File: config.mk
export PLATFORM = sky130hd
export DESIGN_NAME = wf3_lane
export DESIGN_NICKNAME = d
export VERILOG_FILES = /design/src/design/wf3_pkg.sv /design/src/design/wf3_lane.sv
export SDC_FILE = /design/constraint.sdc
export NUM_CORES = 1
export LEC_CHECK = 0
export ABC_CLOCK_PERIOD_IN_PS = 9500
export BUFFER_PORTS_ARGS = -buffer_cell sky130_fd_sc_hd__buf_2
export CORE_MARGIN = 8
export CORE_UTILIZATION = 55
export CTS_BUF_LIST = sky130_fd_sc_hd__clkbuf_16
export CTS_CLUSTER_DIAMETER = 30
export DETAILED_ROUTE_END_ITERATION = 7
export GPL_TIMING_DRIVEN = 0
export PLACE_DENSITY_LB_ADDON = 0.2
export SYNTH_ARGS = -nofsm -noshare
export SYNTH_HDL_FRONTEND = slang
export SYNTH_SLANG_ARGS = --single-unit
File: constraint.sdc
create_clock -name clk -period 9.5 [get_ports clk]
set_input_delay 0.475 -clock clk [delete_from_list [all_inputs] [get_ports clk]]
set_output_delay 0.475 -clock clk [all_outputs]
set_load 0.1 [all_outputs]
File: src/design/wf3_pkg.sv
// Shared types and constants for the 3x3 RGB window filter.
// No dependencies; imported by the line store, the channel lane and the top level.
package wf3_pkg;

  localparam int PIX_W   = 24;          // one packed BGR pixel
  localparam int CH_W    = 8;           // one color channel
  localparam int N_CH    = 3;           // blue, green, red
  localparam int LS_W    = 2 * PIX_W;   // older row and newer row side by side
  localparam int SUM_W   = 13;          // signed window sum, -1020 .. 2295
  localparam int ROW_W   = 12;          // row counter
  localparam int OX_W    = 10;          // reported column
  localparam int OY_W    = 12;          // reported row
  localparam int CFG_W   = 13;          // widest configuration register
  localparam int CFG_A_W = 2;           // configuration register index
  localparam int IW_W    = 11;          // image_width register
  localparam int IH_W    = 13;          // image_height register

  localparam logic [IW_W-1:0] WIDTH_RST  = 11'd640;
  localparam logic [IH_W-1:0] HEIGHT_RST = 13'd480;
  localparam logic [IH_W-1:0] MIN_DIM_H  = 13'd3;
  localparam logic [IH_W-1:0] MAX_HEIGHT = 13'd4096;

  // floor(x / 9) == (x * 7282) >> 16 for every x below 2296.
  localparam logic [12:0] BOX_RECIP  = 13'd7282;
  localparam int          BOX_SHIFT  = 16;

  typedef enum logic [1:0] {
    MODE_BOX     = 2'd0,
    MODE_SOBEL_X = 2'd1,
    MODE_SOBEL_Y = 2'd2,
    MODE_LAPL    = 2'd3
  } filt_mode_t;

  typedef enum logic [CFG_A_W-1:0] {
    CFG_MODE   = 2'd0,
    CFG_WIDTH  = 2'd1,
    CFG_HEIGHT = 2'd2,
    CFG_NONE   = 2'd3
  } cfg_idx_t;

  // One channel's 3x3 window, entry r*3+c: r = 0 top row, c = 0 left column.
  typedef logic [8:0][CH_W-1:0] win_t;

endpackage

File: src/design/wf3_lane.sv
// One color channel of the window filter: weighted sum, then divide or magnitude.
// Depends on wf3_pkg; three copies run side by side in the top level.
module wf3_lane (
  input  logic                          clk,
  input  logic                          ld,
  input  wf3_pkg::filt_mode_t           mode,
  input  wf3_pkg::win_t                 win,
  output logic [wf3_pkg::CH_W-1:0]      res
);
  import wf3_pkg::*;

  logic signed [SUM_W-1:0] sum_nxt;
  logic signed [SUM_W-1:0] sum_r;
  filt_mode_t              mode_r;
  logic [24:0]             prod;
  logic [SUM_W-1:0]        mag;

  function automatic logic signed [SUM_W-1:0] ext(input logic [CH_W-1:0] p);
    ext = $signed({{(SUM_W - CH_W){1'b0}}, p});
  endfunction

  always_comb begin
    unique case (mode)
      MODE_BOX: begin
        sum_nxt = ext(win[0]) + ext(win[1]) + ext(win[2]) + ext(win[3]) + ext(win[4])
                + ext(win[5]) + ext(win[6]) + ext(win[7]) + ext(win[8]);
      end
      MODE_SOBEL_X: begin
        sum_nxt = (ext(win[2]) + (ext(win[5]) <<< 1) + ext(win[8]))
                - (ext(win[0]) + (ext(win[3]) <<< 1) + ext(win[6]));
      end
      MODE_SOBEL_Y: begin
        sum_nxt = (ext(win[6]) + (ext(win[7]) <<< 1) + ext(win[8]))
                - (ext(win[0]) + (ext(win[1]) <<< 1) + ext(win[2]));
      end
      MODE_LAPL: begin
        sum_nxt = ext(win[1]) + ext(win[3]) + ext(win[5]) + ext(win[7])
                - (ext(win[4]) <<< 2);
      end
      default: sum_nxt = '0;
    endcase
  end

  always_ff @(posedge clk) begin
    if (ld) begin
      sum_r  <= sum_nxt;
      mode_r <= mode;
    end
  end

  // The box sum is never negative, so its low twelve bits carry it whole.
  assign prod = 25'(sum_r[11:0]) * 25'(BOX_RECIP);
  assign mag  = sum_r[SUM_W-1] ? SUM_W'(-sum_r) : SUM_W'(sum_r);

  always_comb begin
    if (mode_r == MODE_BOX) begin
      res = prod[BOX_SHIFT +: CH_W];
    end else if (mag > SUM_W'(255)) begin
      res = '1;
    end else begin
      res = mag[CH_W-1:0];
    end
  end

endmodule

## Word-level counts from Yosys, hierarchy flattened

Index checks and enable logic that the tools add are counted.

- $add $sub $neg: 23
- Multipliers: 1
- $lt $le $gt $ge: 1
- Eq/ne operators: 3
- Muxes and demuxes: 4
- Reductions and logical operators: 2

Operator list:

| cell | count |
|---|---|
| 10-bit by 8-bit adder with 11-bit output | 6 |
| 13-bit one-hot mux with 4 select lines | 1 |
| 8-bit by 9-bit adder with 10-bit output | 4 |
| 13-bit by 9-bit adder with 13-bit output | 3 |
| 11-bit by 11-bit subtractor with 12-bit output | 2 |
| 12-bit by 12-bit multiplier with 23-bit output, second input constant | 1 |
| 9-bit by 8-bit adder with 10-bit output | 2 |
| 8-bit by 8-bit adder with 9-bit output | 2 |
| 8-bit two-way mux | 2 |
| 12-bit by 8-bit adder with 13-bit output | 1 |
| 13-bit by 8-bit > comparator with 1-bit output, second input constant | 1 |
| 13-bit two-way mux | 1 |
| 13-bit negator | 1 |
| 11-bit by 8-bit adder with 12-bit output | 1 |
| 11-bit by 10-bit subtractor with 12-bit output | 1 |
| 2-bit equality test, second input constant | 2 |
| 2-bit zero test | 2 |
| 2-bit by 1-bit equality test with 1-bit output, second input constant | 1 |

- Bits in registers: 15
- Input port bits: 76
- Output and inout bits: 8
- Logic and storage cells: 36

## Logic depth before layout (Yosys ltp)

- Depth after elaboration: 9
- Mapped depth: 18
- Gate-level depth less buffers: 18

## Worst setup path after synthesis

Ideal clock, no wire load.

- Kind: register to output
- From: register sum_r[9]
- To: output port res[6] (netlist bit)
- Arrival: 6.953 ns
- Data required time: 9.025 ns
- Setup slack: 2.072 ns
- Stages on the path, launching flop included: 19
- Buffers on the path: 0
- Path through: edfxtp_1 > inv_1 > fa_1 > inv_1 > ha_1 > inv_1 > fa_1 > inv_1 > fa_1 > inv_1 > fa_1 > inv_1 > ha_1 > nand2_1 > o21ai_0 > a21oi_1 > nor3b_1 > mux2i_1 > nor4bb_1

- Word-level cells in the longest chain between the ends: 5
- Elaborated cells between the ends (all ways): 6
- Those cells by class: add/sub: 1; mul: 1; order compare: 1; mux: 3

Ends and longest elaborated chain:

| what | RTL line | source |
|---|---|---|
| from (decl) | wf3_lane.sv:13 | `logic signed [SUM_W-1:0] sum_r;` |
| from (signal assigned) | wf3_lane.sv:46 | `sum_r <= sum_nxt;` |
| 13-bit negator | wf3_lane.sv:53 | `assign mag = sum_r[SUM_W-1] ? SUM_W'(-sum_r) : SUM_W'(sum_r);` |
| 13-bit two-way mux | wf3_lane.sv:53 |  |
| 13-bit by 8-bit > comparator with 1-bit output | wf3_lane.sv:58 | `end else if (mag > SUM_W'(255)) begin` |
| 8-bit two-way mux | wf3_lane.sv:58 |  |
| 8-bit two-way mux (*) | wf3_lane.sv:56 | `if (mode_r == MODE_BOX) begin` |
| to (decl) | wf3_lane.sv:8 | `output logic [wf3_pkg::CH_W-1:0] res` |

Mark *: on every way between the ends. The rest lies on a longest branch, timed or not.

## Final worst setup path

- From: register sum_r[9]
- To: output port res[4] (netlist bit)

Same word-level chain as after synthesis.

==> summary.json <==
{
  "run_status": {"value": "completed"},
  "grt.total_usage": {"value": 19.34, "unit": "%"},
  "synth_fp_nets": {"value": 1251},
  "cts_tree": {"value": "built"},
  "netlist_area": {"value": 8411, "unit": "µm²"},
  "maxSlewHeadroom": {"value": 46.69, "unit": "%"},
  "grt.met3_usage": {"value": 2.257, "unit": "%"},
  "fin_tns_setup": {"value": 0, "unit": "ns"},
  "cpMostUsedCell": {"value": "inv_1"},
  "drt_pre_antenna_iters": {"value": 7},
  "number_of_global_route_vias_before_repair": {"value": 6433},
  "cp_slowest_stage_delay": {"value": 0.54, "unit": "ns"},
  "fp.dieArea": {"value": 19500, "unit": "µm²"},
  "worstPathRequired": {"value": 9.03, "unit": "ns"},
  "slew_viol_final": {"value": 0},
  "fp-row-count": {"value": 45},
  "synth_adder_area_share": {"value": 58.94, "unit": "%"},
  "setup_ws": {"value": 3.238, "unit": "ns"},
  "crit_path_time_final": {"value": 6.263, "unit": "ns"},
  "synth_compound_area_share": {"value": 11.65, "unit": "%"},
  "post_cts_resized": {"value": 0},
  "worstSetupEndpointType": {"value": "output port"},
  "slew_worst_pin": {"value": 0.7967, "unit": "ns"},
  "finalCritPeriodShare": {"value": 65.92, "unit": "%"},
  "timing.setup.critical_path_class": {"value": "reg -> out"},
  "largest_family_of_logic_cells_by_synthesized_area": {"value": "adder cells"},
  "hold_viol": {"value": 0},
  "utilization": {"value": 60.60, "unit": "%"},
  "drt_wl_total": {"value": 18.03, "unit": "mm"},
  "crit_chain": {"value": "inv_1, fa_1, inv_1, ha_1, inv_1, fa_1, inv_1, fa_1, inv_1, fa_1, inv_1, ha_1, a21oi_1, o21ai_0, a221oi_1, o21ai_0, xnor2_1, a22oi_1, buf_2"},
  "first_pass_grt_wire_length": {"value": 30.71, "unit": "mm"},
  "gr-usage-met1": {"value": 25.92, "unit": "%"},
  "synth-main-ff-cell": {"value": "edfxtp_1"},
  "cts_max_path_buffers": {"value": 2},
  "drt-vias-per-instance": {"value": 5.162},
  "slowest_stage": {"value": "edfxtp_1"},
  "preCtsSetupSlack": {"value": 3.538, "unit": "ns"},
  "worst-path-max-fanout": {"value": 6},
  "cts-htree-levels": {"value": 1},
  "yosys.area_share.simple": {"value": 5.326, "unit": "%"},
  "cts_num_sinks": {"value": 15},
  "grt_remaining_overflow": {"value": 0},
  "postSynthCellCount": {"value": 879},
  "antenna_violating_nets_post_route": {"value": 0},
  "synth_edf_count": {"value": 15},
  "worst_setup_path_start_kind": {"value": "register"},
  "rsz0062_at_grt": {"value": "false"},
  "io_buffers": {"value": 83},
  "ys_types": {"value": 58},
  "fin_hold_ws": {"value": 0.4194, "unit": "ns"},
  "root_buffer": {"value": "clkbuf_16"},
  "worst-path-buf-inv": {"value": 7},
  "cpLargestDelayFamily": {"value": "adder cells"},
  "antenna_cells_inserted": {"value": 0},
  "maxClockFrequency": {"value": 0.1597, "unit": "GHz"},
  "synth_seq_cells": {"value": 15},
  "drive_gt1_share": {"value": 10.14, "unit": "%"},
  "synthMuxAreaShare": {"value": 1.696, "unit": "%"},
  "drt-initial-drc-count": {"value": 301},
  "worstPathArrival": {"value": 5.79, "unit": "ns"},
  "number_of_antenna_violations_at_the_first_check_in_global_routing": {"value": 0},
  "fp.dieW": {"value": 139.7, "unit": "µm"},
  "area_added_between_synthesis_and_finish": {"value": 8.718, "unit": "%"},
  "synth-async-reset-ratio": {"value": 0, "unit": "%"},
  "number_of_warnings_issued_by_yosys": {"value": 0},
  "io_pins": {"value": 84},
  "vias": {"value": 5957},
  "syn_area_per_cell": {"value": 9.568, "unit": "µm²"},
  "synth-xor-area-share": {"value": 4.061, "unit": "%"},
  "chipHeight": {"value": 139.7, "unit": "µm"},
  "post_cts_buffers": {"value": 0},
  "yosysSeqAreaShare": {"value": 5.356, "unit": "%"},
  "dp.final_hpwl": {"value": 16.84, "unit": "mm"},
  "start_util": {"value": 55.74, "unit": "%"},
  "gr-usage-met2": {"value": 34.09, "unit": "%"},
  "ctsHoldBuffers": {"value": 0},
  "drv_cap": {"value": 0},
  "final_nets": {"value": 1339},
  "gr-max-usage-layer": {"value": "met2"},
  "numCtsBuffers": {"value": 3},
  "placeableCoreArea": {"value": 15090, "unit": "µm²"},
  "drc_violations_left": {"value": 0},
  "wl_per_cell": {"value": 15.62, "unit": "µm"},
  "maximum_number_of_pins_on_one_net_before_global_route_repair": {"value": 16},
  "min_path_type": {"value": "in -> reg"},
  "setup-violations-final": {"value": 0},
  "gp_congestion": {"value": 0.8982},
  "path_clk_slew": {"value": 0.05, "unit": "ns"}
}
## cells in the final DEF (no fill, tap or decap), types with 3 or more instances in the layout
cell type,n
inv_1,281
nand4_1,6
nor2_1,19
clkbuf_1,5
fa_1,167
a21oi_1,30
xnor2_1,28
o221ai_1,3
nor3_1,6
or3_1,4
buf_2,83
o21bai_1,11
o21ai_0,28
ha_1,129
nand2_1,19
xor2_1,11
clkbuf_16,3
mux2i_1,3
nor2b_1,5
nand3_1,9
o21a_1,12
a211oi_1,11
a22oi_1,7
mux4_2,5
and3_1,3
a21o_1,11
edfxtp_1,15
nand2b_1,5
a221oi_1,3
o22ai_1,6
## cell type report
cell class	instances	area [µm²]
sequential	15	450.4
inverter	281	1055
multi-input combinational	574	6869
clock inverter	1	7.507
tap	188	235.2
clock buffer	3	75.07
buffer	9	36.28
fill	1379	5946
timing repair buffer	83	415.4
## synth_stat cells, drive strengths merged (6+ instances only)
cell type | instances | share of area (%)
nor3 | 6 | 0.36
a211oi | 11 | 0.98
xnor2 | 28 | 2.9
inv | 281 | 13
a22oi | 7 | 0.62
o21bai | 11 | 0.98
xor2 | 11 | 1.1
nand4 | 6 | 0.45
a21oi | 30 | 1.8
o21a | 12 | 1.1
o21ai | 28 | 1.7
edfxtp | 15 | 5.4
o22ai | 6 | 0.45
nand3 | 9 | 0.54
fa | 167 | 40
clkbuf | 7 | 0.34
nand2 | 20 | 0.92
ha | 129 | 19
nor2 | 19 | 0.85
a21o | 11 | 0.98
## registers in the layout, summed over array words and instances, names as in the netlist
| name | flops |
|---|---|
| mode_r | 2 |
| sum_r | 13 |
## per-stage QoR
step | cell area (µm²) | cells
after floorplan | 8411 | 879
after global placement | 9061 | 1150
after detailed placement | 9061 | 1150
after CTS | 9144 | 1154
after global routing | 9144 | 1154
final | 9144 | 1154
## worst paths after layout
kind	from	endpoint	slack, ns	cells after the start
setup / recovery	sum_r[9]	res[4]	3.24	19
hold / removal	mode[1]	mode_r[1]	0.42	1
## cell families after synthesis
logic type | count (synthesis)
AOI/OAI and AO/OA | 144
xor gates and xnor gates | 39
adders and majority gates | 296
buffers and inverters | 290
DFF | 15
muxes | 8
and+or+nand+nor | 87
## metal layers
layer / up-vias / routed length (µm)
met1: 2880 / 8348
met4: 0 / 167
li1: 2949 / -
met2: 114 / 8809
met3: 14 / 705
met5: - / 0
Power is not shown: default switching activity piles up to over one toggle a cycle in this logic, so the estimate is an artifact.
